<file path="src/rtl/pse_pkg.sv">
// ----------------------------------------------------------------------------
// pse_pkg
// shared widths, codes and token command type of the postfix stack evaluator
// ----------------------------------------------------------------------------
package pse_pkg;

   // operand stack and datapath sizes
   localparam int STACK_DEPTH = 64;
   localparam int DEPTH_WIDTH = $clog2(STACK_DEPTH + 1);
   localparam int PTR_WIDTH   = $clog2(STACK_DEPTH);
   localparam int DATA_WIDTH  = 32;
   localparam int DIGIT_WIDTH = 4;
   localparam int COUNT_WIDTH = $clog2(DATA_WIDTH);

   // token queue between front and back
   localparam int QUEUE_DEPTH = 4;
   localparam int QPTR_WIDTH  = $clog2(QUEUE_DEPTH);
   localparam int QCNT_WIDTH  = $clog2(QUEUE_DEPTH + 1);

   // stream widths
   localparam int REQ_DATA_WIDTH = 8;
   localparam int RSP_DATA_WIDTH = 40;

   typedef enum logic [1:0] {
      OP_ADD = 2'd0,
      OP_SUB = 2'd1,
      OP_MUL = 2'd2,
      OP_DIV = 2'd3
   } opcode_type;

   typedef enum logic [1:0] {
      STATUS_OK        = 2'd0,
      STATUS_UNDERFLOW = 2'd1,
      STATUS_OVERFLOW  = 2'd2,
      STATUS_DIV_ZERO  = 2'd3
   } status_type;

   // classified token as it travels from front to back
   typedef struct packed {
      logic                   is_push;
      logic [DIGIT_WIDTH-1:0] digit;
      opcode_type             opcode;
      logic                   last;
   } token_cmd_type;

endpackage

</file>
<file path="src/rtl/pse_front.sv">
// ----------------------------------------------------------------------------
// pse_front
// accepts tokens, classifies them and holds them in a short queue for the back
// ----------------------------------------------------------------------------
module pse_front
   import pse_pkg::*;
(
   input  logic                      clock,
   input  logic                      reset,
   input  logic                      req_tvalid,
   output logic                      req_tready,
   input  logic [REQ_DATA_WIDTH-1:0] req_tdata,
   input  logic                      req_tuser,
   input  logic                      req_tlast,
   output logic                      cmd_valid,
   input  logic                      cmd_pop,
   output token_cmd_type             cmd
);

   token_cmd_type             queue_ff [QUEUE_DEPTH];
   logic [QPTR_WIDTH-1:0]     wr_ptr_ff, wr_ptr_in;
   logic [QPTR_WIDTH-1:0]     rd_ptr_ff, rd_ptr_in;
   logic [QCNT_WIDTH-1:0]     count_ff, count_in;
   token_cmd_type             token;
   logic                      push;
   logic                      pop;

   // classify the incoming token
   always_comb begin
      token.is_push = ~req_tuser;
      token.digit   = req_tdata[DIGIT_WIDTH-1:0];
      token.opcode  = opcode_type'(req_tdata[DIGIT_WIDTH+1:DIGIT_WIDTH]);
      token.last    = req_tlast;
   end

   assign req_tready = (count_ff != QCNT_WIDTH'(QUEUE_DEPTH));
   assign push       = req_tvalid & req_tready;
   assign cmd_valid  = (count_ff != '0);
   assign pop        = cmd_pop & cmd_valid;
   assign cmd        = queue_ff[rd_ptr_ff];

   // queue pointers and fill count
   always_comb begin
      wr_ptr_in = push ? wr_ptr_ff + 1'b1 : wr_ptr_ff;
      rd_ptr_in = pop ? rd_ptr_ff + 1'b1 : rd_ptr_ff;
      count_in  = count_ff;
      if (push && !pop) begin
         count_in = count_ff + 1'b1;
      end else if (pop && !push) begin
         count_in = count_ff - 1'b1;
      end
   end

   always_ff @(posedge clock) begin
      if (reset) begin
         wr_ptr_ff <= '0;
         rd_ptr_ff <= '0;
         count_ff  <= '0;
      end else begin
         wr_ptr_ff <= wr_ptr_in;
         rd_ptr_ff <= rd_ptr_in;
         count_ff  <= count_in;
      end
   end

   // queue storage
   always_ff @(posedge clock) begin
      if (push) begin
         queue_ff[wr_ptr_ff] <= token;
      end
   end

endmodule

</file>
<file path="src/rtl/pse_divider.sv">
// ----------------------------------------------------------------------------
// pse_divider
// iterative signed divider, one quotient bit a cycle, truncating toward zero
// ----------------------------------------------------------------------------
module pse_divider
   import pse_pkg::*;
(
   input  logic                  clock,
   input  logic                  reset,
   input  logic                  start,
   input  logic [DATA_WIDTH-1:0] dividend,
   input  logic [DATA_WIDTH-1:0] divisor,
   output logic                  done,
   output logic [DATA_WIDTH-1:0] quotient
);

   logic                   busy_ff, busy_in;
   logic                   done_ff, done_in;
   logic [COUNT_WIDTH-1:0] count_ff, count_in;
   logic                   neg_ff, neg_in;
   logic [DATA_WIDTH-1:0]  rem_ff, rem_in;
   logic [DATA_WIDTH-1:0]  quo_ff, quo_in;
   logic [DATA_WIDTH-1:0]  div_ff, div_in;
   logic [DATA_WIDTH:0]    shifted;
   logic [DATA_WIDTH:0]    diff;
   logic                   dividend_neg;
   logic                   divisor_neg;

   assign dividend_neg = dividend[DATA_WIDTH-1];
   assign divisor_neg  = divisor[DATA_WIDTH-1];

   // one restoring step
   assign shifted = {rem_ff, quo_ff[DATA_WIDTH-1]};
   assign diff    = shifted - {1'b0, div_ff};

   always_comb begin
      busy_in  = busy_ff;
      done_in  = 1'b0;
      count_in = count_ff;
      neg_in   = neg_ff;
      rem_in   = rem_ff;
      quo_in   = quo_ff;
      div_in   = div_ff;
      if (start) begin
         busy_in  = 1'b1;
         count_in = '0;
         neg_in   = dividend_neg ^ divisor_neg;
         rem_in   = '0;
         quo_in   = dividend_neg ? (~dividend + 1'b1) : dividend;
         div_in   = divisor_neg ? (~divisor + 1'b1) : divisor;
      end else if (busy_ff) begin
         if (!diff[DATA_WIDTH]) begin
            rem_in = diff[DATA_WIDTH-1:0];
         end else begin
            rem_in = shifted[DATA_WIDTH-1:0];
         end
         quo_in   = {quo_ff[DATA_WIDTH-2:0], ~diff[DATA_WIDTH]};
         count_in = count_ff + 1'b1;
         if (count_ff == COUNT_WIDTH'(DATA_WIDTH - 1)) begin
            busy_in = 1'b0;
            done_in = 1'b1;
         end
      end
   end

   always_ff @(posedge clock) begin
      if (reset) begin
         busy_ff <= 1'b0;
         done_ff <= 1'b0;
      end else begin
         busy_ff <= busy_in;
         done_ff <= done_in;
      end
      count_ff <= count_in;
      neg_ff   <= neg_in;
      rem_ff   <= rem_in;
      quo_ff   <= quo_in;
      div_ff   <= div_in;
   end

   // sign fix of the magnitude quotient
   assign done     = done_ff;
   assign quotient = neg_ff ? (~quo_ff + 1'b1) : quo_ff;

endmodule

</file>
<file path="src/rtl/pse_back.sv">
// ----------------------------------------------------------------------------
// pse_back
// executes queued tokens on the operand stack and registers the result
// ----------------------------------------------------------------------------
module pse_back
   import pse_pkg::*;
(
   input  logic                      clock,
   input  logic                      reset,
   input  logic                      cmd_valid,
   output logic                      cmd_pop,
   input  token_cmd_type             cmd,
   output logic                      rsp_tvalid,
   input  logic                      rsp_tready,
   output logic [RSP_DATA_WIDTH-1:0] rsp_tdata
);

   typedef enum logic [2:0] {
      S_IDLE,
      S_APPLY,
      S_OPERATE,
      S_DIVIDE,
      S_FINISH
   } state_type;

   state_type               state_ff;
   token_cmd_type           cmd_ff;
   logic [DATA_WIDTH-1:0]   tos_ff;
   logic [DEPTH_WIDTH-1:0]  depth_ff;
   status_type              err_ff;
   logic                    rsp_valid_ff;
   logic [DATA_WIDTH-1:0]   rsp_value_ff;
   status_type              rsp_status_ff;

   // stack entries below the top; the top itself lives in tos_ff
   logic [DATA_WIDTH-1:0]   stack_mem [STACK_DEPTH];
   logic [DATA_WIDTH-1:0]   rd_data_ff;
   logic                    wr_en;
   logic [PTR_WIDTH-1:0]    wr_addr;
   logic [PTR_WIDTH-1:0]    rd_addr;
   logic [DEPTH_WIDTH-1:0]  depth_minus_one;
   logic [DEPTH_WIDTH-1:0]  depth_minus_two;

   logic                    div_start;
   logic                    div_done;
   logic [DATA_WIDTH-1:0]   div_quotient;
   logic [DATA_WIDTH-1:0]   alu_result;
   logic                    stack_full;
   logic                    out_free;
   status_type              final_status;

   assign depth_minus_one = depth_ff - DEPTH_WIDTH'(1);
   assign depth_minus_two = depth_ff - DEPTH_WIDTH'(2);
   assign wr_addr         = depth_minus_one[PTR_WIDTH-1:0];
   assign rd_addr         = depth_minus_two[PTR_WIDTH-1:0];
   assign stack_full      = (depth_ff >= DEPTH_WIDTH'(STACK_DEPTH));
   assign out_free        = ~rsp_valid_ff | rsp_tready;

   // spill the old top when a digit is pushed onto a non-empty stack
   assign wr_en = (state_ff == S_APPLY) && (err_ff == STATUS_OK) && cmd_ff.is_push &&
                  !stack_full && (depth_ff != '0);

   always_ff @(posedge clock) begin
      if (wr_en) begin
         stack_mem[wr_addr] <= tos_ff;
      end
      rd_data_ff <= stack_mem[rd_addr];
   end

   // add, subtract and low word of the product; left operand is below the top
   always_comb begin
      case (cmd_ff.opcode)
         OP_ADD:  alu_result = rd_data_ff + tos_ff;
         OP_SUB:  alu_result = rd_data_ff - tos_ff;
         default: alu_result = rd_data_ff * tos_ff;
      endcase
   end

   assign div_start = (state_ff == S_OPERATE) && (cmd_ff.opcode == OP_DIV) &&
                      (tos_ff != '0);

   pse_divider u_divider (
      .clock    (clock),
      .reset    (reset),
      .start    (div_start),
      .dividend (rd_data_ff),
      .divisor  (tos_ff),
      .done     (div_done),
      .quotient (div_quotient)
   );

   // status reported on the last token
   always_comb begin
      if (err_ff != STATUS_OK) begin
         final_status = err_ff;
      end else if (depth_ff == '0) begin
         final_status = STATUS_UNDERFLOW;
      end else begin
         final_status = STATUS_OK;
      end
   end

   assign cmd_pop = (state_ff == S_IDLE) && cmd_valid;

   // token sequencer with stack control and result register
   always_ff @(posedge clock) begin
      if (reset) begin
         state_ff     <= S_IDLE;
         depth_ff     <= '0;
         err_ff       <= STATUS_OK;
         rsp_valid_ff <= 1'b0;
      end else begin
         // result taken and no new one loaded in the same cycle
         if (rsp_valid_ff && rsp_tready && !(state_ff == S_FINISH)) begin
            rsp_valid_ff <= 1'b0;
         end
         unique case (state_ff)
            S_IDLE: begin
               if (cmd_valid) begin
                  cmd_ff   <= cmd;
                  state_ff <= S_APPLY;
               end
            end
            S_APPLY: begin
               state_ff <= cmd_ff.last ? S_FINISH : S_IDLE;
               if (err_ff == STATUS_OK) begin
                  if (cmd_ff.is_push) begin
                     if (stack_full) begin
                        err_ff <= STATUS_OVERFLOW;
                     end else begin
                        tos_ff   <= {{(DATA_WIDTH-DIGIT_WIDTH){1'b0}}, cmd_ff.digit};
                        depth_ff <= depth_ff + 1'b1;
                     end
                  end else if (depth_ff < DEPTH_WIDTH'(2)) begin
                     err_ff <= STATUS_UNDERFLOW;
                  end else begin
                     state_ff <= S_OPERATE;
                  end
               end
            end
            S_OPERATE: begin
               if (cmd_ff.opcode == OP_DIV) begin
                  if (tos_ff == '0) begin
                     err_ff   <= STATUS_DIV_ZERO;
                     state_ff <= cmd_ff.last ? S_FINISH : S_IDLE;
                  end else begin
                     state_ff <= S_DIVIDE;
                  end
               end else begin
                  tos_ff   <= alu_result;
                  depth_ff <= depth_minus_one;
                  state_ff <= cmd_ff.last ? S_FINISH : S_IDLE;
               end
            end
            S_DIVIDE: begin
               if (div_done) begin
                  tos_ff   <= div_quotient;
                  depth_ff <= depth_minus_one;
                  state_ff <= cmd_ff.last ? S_FINISH : S_IDLE;
               end
            end
            S_FINISH: begin
               if (out_free) begin
                  rsp_valid_ff  <= 1'b1;
                  rsp_status_ff <= final_status;
                  rsp_value_ff  <= (final_status == STATUS_OK) ? tos_ff : '0;
                  depth_ff      <= '0;
                  err_ff        <= STATUS_OK;
                  state_ff      <= S_IDLE;
               end else begin
                  rsp_valid_ff  <= 1'b1;
               end
            end
            default: begin
               state_ff <= S_IDLE;
            end
         endcase
      end
   end

   assign rsp_tvalid = rsp_valid_ff;
   assign rsp_tdata  = {{(RSP_DATA_WIDTH-DATA_WIDTH-2){1'b0}}, rsp_status_ff, rsp_value_ff};

endmodule

</file>
<file path="src/rtl/postfix_stack_evaluator.sv">
// ----------------------------------------------------------------------------
// postfix_stack_evaluator
// evaluates postfix expressions token by token on a 64-entry operand stack
// ----------------------------------------------------------------------------
// channel  direction  fields (tdata from bit 0 up)
// req      in         tdata: digit[3:0], opcode[5:4]; tuser: is_operator; tlast
// rsp      out        tdata: value[31:0], status[33:32]
//
// a digit passes through idle and apply, add, subtract or multiply also through operate,
// divide waits on the one-bit-a-cycle divider; a last token passes finish for the result
// a queue of four tokens lets the input keep being taken while the back works
// or while a result waits on rsp_tready
// synchronous active-high reset empties the queue, the stack and the error
// ----------------------------------------------------------------------------
module postfix_stack_evaluator
   import pse_pkg::*;
(
   input  logic                      clock,
   input  logic                      reset,
   input  logic                      req_tvalid,
   output logic                      req_tready,
   input  logic [REQ_DATA_WIDTH-1:0] req_tdata,  // digit[3:0], opcode[5:4], zero[7:6]
   input  logic                      req_tuser,  // is_operator
   input  logic                      req_tlast,
   output logic                      rsp_tvalid,
   input  logic                      rsp_tready,
   output logic [RSP_DATA_WIDTH-1:0] rsp_tdata   // value[31:0], status[33:32], zero[39:34]
);

   logic          cmd_valid;
   logic          cmd_pop;
   token_cmd_type cmd;

   // token intake and queue
   pse_front u_front (
      .clock      (clock),
      .reset      (reset),
      .req_tvalid (req_tvalid),
      .req_tready (req_tready),
      .req_tdata  (req_tdata),
      .req_tuser  (req_tuser),
      .req_tlast  (req_tlast),
      .cmd_valid  (cmd_valid),
      .cmd_pop    (cmd_pop),
      .cmd        (cmd)
   );

   // stack execution and result
   pse_back u_back (
      .clock      (clock),
      .reset      (reset),
      .cmd_valid  (cmd_valid),
      .cmd_pop    (cmd_pop),
      .cmd        (cmd),
      .rsp_tvalid (rsp_tvalid),
      .rsp_tready (rsp_tready),
      .rsp_tdata  (rsp_tdata)
   );

endmodule

</file>
<file path="config.mk">
export PLATFORM = sky130hd
export DESIGN_NAME = postfix_stack_evaluator
export DESIGN_NICKNAME = d
export VERILOG_FILES = /design/src/rtl/pse_pkg.sv /design/src/rtl/pse_front.sv /design/src/rtl/pse_divider.sv /design/src/rtl/pse_back.sv /design/src/rtl/postfix_stack_evaluator.sv
export SDC_FILE = /design/constraint.sdc
export NUM_CORES = 2
export LEC_CHECK = 0
export ABC_CLOCK_PERIOD_IN_PS = 16400
export BUFFER_PORTS_ARGS = -buffer_cell sky130_fd_sc_hd__buf_4
export CAP_MARGIN = 10
export CELL_PAD_IN_SITES_DETAIL_PLACEMENT = 1
export CELL_PAD_IN_SITES_GLOBAL_PLACEMENT = 1
export CORE_UTILIZATION = 50
export CTS_CLUSTER_SIZE = 14
export DETAILED_ROUTE_END_ITERATION = 6
export HOLD_SLACK_MARGIN = 0.06
export PLACE_DENSITY_LB_ADDON = 0.1
export SLEW_MARGIN = 20
export SYNTH_ARGS = -nofsm -noshare
export SYNTH_HDL_FRONTEND = slang
export SYNTH_SLANG_ARGS = --single-unit
</file>
<file path="constraint.sdc">
create_clock -name clock -period 16.4 [get_ports clock]
set_input_delay 2.46 -clock clock [delete_from_list [all_inputs] [get_ports clock]]
set_output_delay 2.46 -clock clock [all_outputs]
set_load 0.03 [all_outputs]
</file>
Word level (Yosys, flattened, before mapping)
Memories as Yosys holds them, arrays and structs flattened. A register that Yosys moved wholly into a read port is not among the register bits.
Cells that the tools add are included.
{"block": "word_totals", "register_bits": 190, "ramBits": 2080, "output_inout_bits": 42, "memories": 2}
{"block": "op_classes", "addsub": 14, "n_mul": 1, "order_cmp": 2, "n_eq_ne": 19, "muxes": 52, "bitwise": 12, "n_reduce_logical": 38}
{"memory": "u_back.stack_mem", "words": 64, "width": 32, "rd": 1, "rd_ports_with_merged_regs": 1, "write_ports": 1, "line_no": "pse_back.sv:36", "rtl": "logic [DATA_WIDTH-1:0] stack_mem [STACK_DEPTH];"}
{"memory": "u_front.queue_ff", "words": 4, "width": 8, "rd": 1, "rd_ports_with_merged_regs": 1, "write_ports": 1, "line_no": "pse_front.sv:20", "rtl": "token_cmd_type queue_ff [QUEUE_DEPTH];"}
{"cell": "$mux 32", "count": 10}
{"cell": "$add 32x1->32 const B", "count": 3}
{"cell": "$not 32->32", "count": 3}
{"cell": "$pmux 32 s3", "count": 1}
{"cell": "$pmux 32 s2", "count": 1}
{"cell": "$mux 7", "count": 6}
{"cell": "$mux 3", "count": 11}
{"cell": "$sub 33x32->33", "count": 1}
{"cell": "$add 32x32->32", "count": 1}
{"cell": "$logic_not 32->1", "count": 1}
{"cell": "$mul 32x32->32", "count": 1}
{"cell": "$reduce_bool 32->1", "count": 1}
{"cell": "$sub 32x32->32", "count": 1}
{"cell": "$mux 31", "count": 1}
{"cell": "$pmux 7 s4", "count": 1}
{"cell": "$reduce_and 7->1", "count": 3}
{"cell": "$mux 2", "count": 8}
{"cell": "$pmux 3 s5", "count": 1}
{"cell": "$ne 2x2->1 const B", "count": 6}
{"cell": "$logic_and 1x1->1", "count": 11}
{"cell": "$mux 1", "count": 11}
{"cell": "$reduce_and 3->1", "count": 3}
{"cell": "$reduce_bool 3->1", "count": 3}
{"cell": "$reduce_bool 2->1", "count": 4}
{"cell": "other kinds (30)", "count": 45}

Logic depth before layout (Yosys ltp)
{"block": "depth", "ltp_word": 7, "ltp_mapped": 29}

Modules after synthesis
A second synthesis with hierarchy kept.
{"block": "unflattened", "hier_cells": 6439, "area_unflattened_um2": 109710.2}
{"module": "pse_back", "n_inst": 1, "cells_each": 5481, "area_each_um2": 100423.8, "seq_area_each_um2": 64622.0}
{"module": "pse_divider", "n_inst": 1, "cells_each": 867, "area_each_um2": 7644.8, "seq_area_each_um2": 2732.6}
{"module": "pse_front", "n_inst": 1, "cells_each": 91, "area_each_um2": 1641.6, "seq_area_each_um2": 1141.1}

Least setup slack after synthesis
OpenSTA, ideal clock, no wires.
{"block": "synth_path", "kind": "reg-to-reg", "start": "reg u_back.tos_ff[6]", "end": "reg u_back.tos_ff[27], data pin", "setup_time_ps": 275, "t_arrival_ps": 7612, "required_ps": 16125, "path_slack_ps": 8514, "path_stages_with_launch": 25, "path_buffers": 2, "synth_period_minus_slack_ps": 7886, "cell_sequence": "edfxtp_1 > clkbuf_1 > clkbuf_1 > and2_1 > fa_1 > fa_1 > fa_1 > inv_1 > fa_1 > inv_1 > fa_1 > inv_1 > fa_1 > inv_1 > fa_1 > fa_1 > ha_1 > a21oi_1 > o21ai_0 > o31a_1 > a31o_2 > a21o_1 > a21oi_1 > xor2_1 > o221ai_1"}
{"block": "synth_via", "elab_chain_cells": 4, "word_cells_on_any_way": 6, "cone_classes": "add/sub: 2; mul: 1; mux: 3"}
{"element": "from (decl)", "line_no": "pse_back.sv:28", "rtl": "logic [DATA_WIDTH-1:0] tos_ff;"}
{"element": "from (signal assigned)", "line_no": "pse_back.sv:131", "rtl": "tos_ff <= {{(DATA_WIDTH-DIGIT_WIDTH){1'b0}}, cmd_ff.digit};"}
{"element": "from (signal assigned)", "line_no": "pse_back.sv:150", "rtl": "tos_ff <= alu_result;"}
{"element": "from (signal assigned)", "line_no": "pse_back.sv:157", "rtl": "tos_ff <= div_quotient;"}
{"element": "$mul 32x32->32 (tied with other cells)", "line_no": "pse_back.sv:75", "rtl": "default: alu_result = rd_data_ff * tos_ff;"}
{"element": "$pmux 32 s2 (*)", "line_no": "pse_back.sv:72", "rtl": "case (cmd_ff.opcode)"}
{"element": "$mux 32 (*)", "line_no": "pse_back.sv:142", "rtl": "if (cmd_ff.opcode == OP_DIV) begin"}
{"element": "$pmux 32 s3 (*)", "line_no": "pse_back.sv:117", "rtl": "unique case (state_ff)"}
Every way passes the cells marked *; elsewhere a longest branch is shown, timed or not. The select of a mux whose other input is x is not followed.
A chain may end at the register's enable or synchronous reset.

Worst setup path in the final report
{"block": "layout_path", "start": "reg u_back.tos_ff[4]", "end": "reg u_back.tos_ff[31], data pin"}
Same word-level chain as after synthesis.

==> flow_metrics.tcl <==
set metrics [dict create \
    run_status "finished clean" \
    wire_length_per_cell_um 32.9 \
    fp.coreArea_um2 217000 \
    post_cts.resized_instances 0 \
    syn_inst 6382 \
    route.detailed.drc 0 \
    layout_common_cells "sky130_fd_sc_hd__edfxtp_1, sky130_fd_sc_hd__mux4_2, sky130_fd_sc_hd__inv_1, sky130_fd_sc_hd__fa_1, sky130_fd_sc_hd__nand2_1" \
    initial_core_util_pct 50.3 \
    grt_util_all_layers_pct 28.9 \
    synth-async-reset-ratio_pct 0 \
    globalRouteOverflowTotal 0 \
    hold_path.class "flip-flop to flip-flop" \
    clock_tree.htree_level_count 4 \
    number_of_warnings_printed_during_yosys_synthesis 0 \
    synth_ff_type "sky130_fd_sc_hd__edfxtp_1" \
    grt_pass1_wl_um 452000 \
    slew_headroom_pct 18.5 \
    clkSlewWorstSetupHoldPaths_ns 0.06 \
    grt_start_max_net_pins 136 \
    design.portCount 56 \
    antenna_found_initial 33 \
    timing.setup.tns_ns 0 \
    tritoncts "yes" \
    cap_viol_max_count 0 \
    fraction_of_synthesized_cell_area_taken_by_the_top_area_cell_type_pct 61.0 \
    post_route_cells_drive_above_1_share_pct 20.3 \
    endpoint_kind "flip-flop" \
    clock_tree.root_cell "sky130_fd_sc_hd__clkbuf_16" \
    first_iter_violations 6699 \
    layout.cells.most_common "sky130_fd_sc_hd__edfxtp_1" \
    die_width_um 469 \
    synth.top_cells.by_area "sky130_fd_sc_hd__edfxtp_1, sky130_fd_sc_hd__mux4_2, sky130_fd_sc_hd__fa_1, sky130_fd_sc_hd__ha_1, sky130_fd_sc_hd__and2_1" \
    netlist_area_um2 109000 \
    cts-root-to-sink-buffers 3 \
    crit_type "flip-flop to flip-flop" \
    drtAntennaViolNets 0 \
    fp.dieH_um 469 \
    route.vias.total 59600 \
    synth_enable_flop_cells 2219 \
    grt_pass1_vias 62800 \
    min_cycle_time_layout_ns 8.65 \
    place.port_buffers 47 \
    crit_fanout 83 \
    yosysSeqAreaShare_pct 62.7 \
    hpwlAfterDp_um 187000 \
    cts_sinks 2310 \
    drt-pass1-iter-count 5 \
    max_slew.worst_pin.slew_ns 1.22 \
    finalSetupViolations 0 \
    postSynthAreaPerCell_um2 17.1 \
    floorplan.rows 171 \
    arrival_ns 9.24 \
    synth_area_leader_cell "sky130_fd_sc_hd__edfxtp_1" \
    via_per_inst 6.23 \
    fmax_ghz 0.116 \
    nNetsFinal 7138 \
    layout_worst_path_cycle_share_pct 52.8 \
    ys_types 75 \
    routabilityCongestion 0.855 \
    rsz_0062_raised_after_global_routing "false" \
    route.final.wire_length_um 315000 \
    postCtsSetupRepairBufs 0 \
    finalCoreUtilization_pct 56.1 \
    timing_max_transition_violations_final 0 \
    yosys_register_bits 2310 \
    finalHoldViolCount 0 \
    cp_data_required_time_ns 16.99 \
    die-area_um2 220000 \
    finClkSkew_ns 0.104 \
    critical_path.startpoint_type "flip-flop" \
    cts_hold_buf 0 \
    area_delta_synth_final_pct 11.4 \
    fillCellCount 19500 \
    clock_latency_ns 0.92 \
    cts_made_buffers 230 \
]
## kinds of logic (layout without fill, tap and decap cells)
group           Yosys count  after routing  synth area share [%]
flops                  2310           2310                  62.7
simple gates           1136           1136                  5.22
buf+inv                 810           1136                  2.82
mux                     698            698                  14.1
fa+ha+maj               613            613                  9.85
compound gates          546            546                  3.15
xor+xnor                268            268                  2.15
other cells               1             18               0.00344
## sequential cells by signal, summed over array words and instances, names as in the netlist, 2 cells and up
name	cells
u_front.wr_ptr_ff	2
u_back.rsp_status_ff	2
u_back.stack_mem	2048
u_back.u_divider.count_ff	5
u_back.tos_ff	32
u_front.queue_ff	32
u_back.cmd_ff	8
u_back.depth_ff	7
u_front.rd_ptr_ff	2
u_front.count_ff	3
u_back.u_divider.quo_ff	32
u_back.state_ff	3
u_back.rd_data_ff	32
u_back.rsp_value_ff	32
u_back.err_ff	2
u_back.u_divider.rem_ff	32
u_back.u_divider.div_ff	32
## final cells by class
class                           count  area, µm²  area share [%]
Sequential cell                  2310      68500            56.3
Multi-Input combinational cell   3267      38200            31.4
Clock buffer                      293       6120            5.03
Tap cell                         2854       3570            2.94
Timing Repair Buffer              251       1970            1.62
Inverter                          451       1690            1.39
Clock inverter                    141       1580            1.29
Antenna cell                       12       30.0          0.0247
## final timing paths
kind | start | endpoint | slack (ns) | depth (start not counted)
worst max-delay path | u_back.tos_ff[4] | u_back.tos_ff[31] | 7.75 | 24
worst min register to register | u_back.u_divider.rem_ff[11] | u_back.u_divider.rem_ff[11] | 0.51 | 2
worst max register to register | u_back.tos_ff[4] | u_back.tos_ff[31] | 7.75 | 24
worst min-delay path | u_back.u_divider.rem_ff[11] | u_back.u_divider.rem_ff[11] | 0.51 | 2
## Yosys cell counts (7+ instances only)
master,n
sky130_fd_sc_hd__o211ai_1,11
sky130_fd_sc_hd__mux4_2,671
sky130_fd_sc_hd__o21bai_1,9
sky130_fd_sc_hd__o21a_1,16
sky130_fd_sc_hd__buf_2,7
sky130_fd_sc_hd__and2_1,349
sky130_fd_sc_hd__buf_1,82
sky130_fd_sc_hd__edfxtp_1,2219
sky130_fd_sc_hd__mux2i_1,26
sky130_fd_sc_hd__a21o_1,39
sky130_fd_sc_hd__a211oi_1,24
sky130_fd_sc_hd__nor3_1,27
sky130_fd_sc_hd__and3_1,14
sky130_fd_sc_hd__nor2b_1,32
sky130_fd_sc_hd__xnor2_1,132
sky130_fd_sc_hd__clkbuf_1,263
sky130_fd_sc_hd__or3_1,16
sky130_fd_sc_hd__o221ai_1,15
sky130_fd_sc_hd__nor4_1,13
sky130_fd_sc_hd__dfxtp_1,91
sky130_fd_sc_hd__a31oi_1,10
sky130_fd_sc_hd__nand3_1,24
sky130_fd_sc_hd__o31ai_1,34
sky130_fd_sc_hd__o41ai_1,14
sky130_fd_sc_hd__o22ai_1,14
sky130_fd_sc_hd__o21ai_0,155
sky130_fd_sc_hd__nand2_1,399
sky130_fd_sc_hd__fa_1,411
sky130_fd_sc_hd__nand4_1,10
sky130_fd_sc_hd__inv_1,451
sky130_fd_sc_hd__a21oi_1,144
sky130_fd_sc_hd__ha_1,202
sky130_fd_sc_hd__xor2_1,136
sky130_fd_sc_hd__nand2b_1,30
sky130_fd_sc_hd__or4_1,14
sky130_fd_sc_hd__nor2_1,180
## per-stage QoR
stage,area [µm²],setup WS (ns),hold WS (ns),cells
3_5_place_dp,114000,7.76,0.500,9133
5_1_grt,122000,7.37,0.537,9576
2_1_floorplan,109000,8.51,0.460,6387
4_1_cts,122000,7.74,0.506,9567
3_3_place_gp,114000,7.87,0.480,9132
6_report,122000,7.75,0.506,9579
## per-layer routing
metal	global-route usage, %	part of all wire [%]	vias up
met1	41.9	43	32600
met3	3.89	6.8	388
met4	7.26	2.2	4
li1	-	-	24400
met5	0	0.0079	-
met2	46.5	48	2274
## critical path, cell delays in order, from the launching register on
cell and delay, ns:
sky130_fd_sc_hd__edfxtp_1 0.85, sky130_fd_sc_hd__buf_4 0.77, sky130_fd_sc_hd__and2_1 0.26, sky130_fd_sc_hd__fa_1 0.41, sky130_fd_sc_hd__inv_1 0.08, sky130_fd_sc_hd__fa_1 0.43, sky130_fd_sc_hd__fa_1 0.50, sky130_fd_sc_hd__fa_1 0.55
sky130_fd_sc_hd__inv_1 0.05, sky130_fd_sc_hd__fa_1 0.51, sky130_fd_sc_hd__inv_1 0.06, sky130_fd_sc_hd__fa_1 0.54, sky130_fd_sc_hd__inv_1 0.05, sky130_fd_sc_hd__fa_1 0.50, sky130_fd_sc_hd__fa_1 0.43, sky130_fd_sc_hd__ha_1 0.37
sky130_fd_sc_hd__a21oi_1 0.21, sky130_fd_sc_hd__o21ai_0 0.13, sky130_fd_sc_hd__o31a_1 0.40, sky130_fd_sc_hd__a221oi_1 0.32, sky130_fd_sc_hd__nor3_1 0.14, sky130_fd_sc_hd__o22a_1 0.24, sky130_fd_sc_hd__xnor2_1 0.33, sky130_fd_sc_hd__a21o_1 0.18
sky130_fd_sc_hd__o22ai_1 0.07
Power is not shown: default switching activity piles up to over one toggle a cycle in this logic, so the estimate is an artifact.
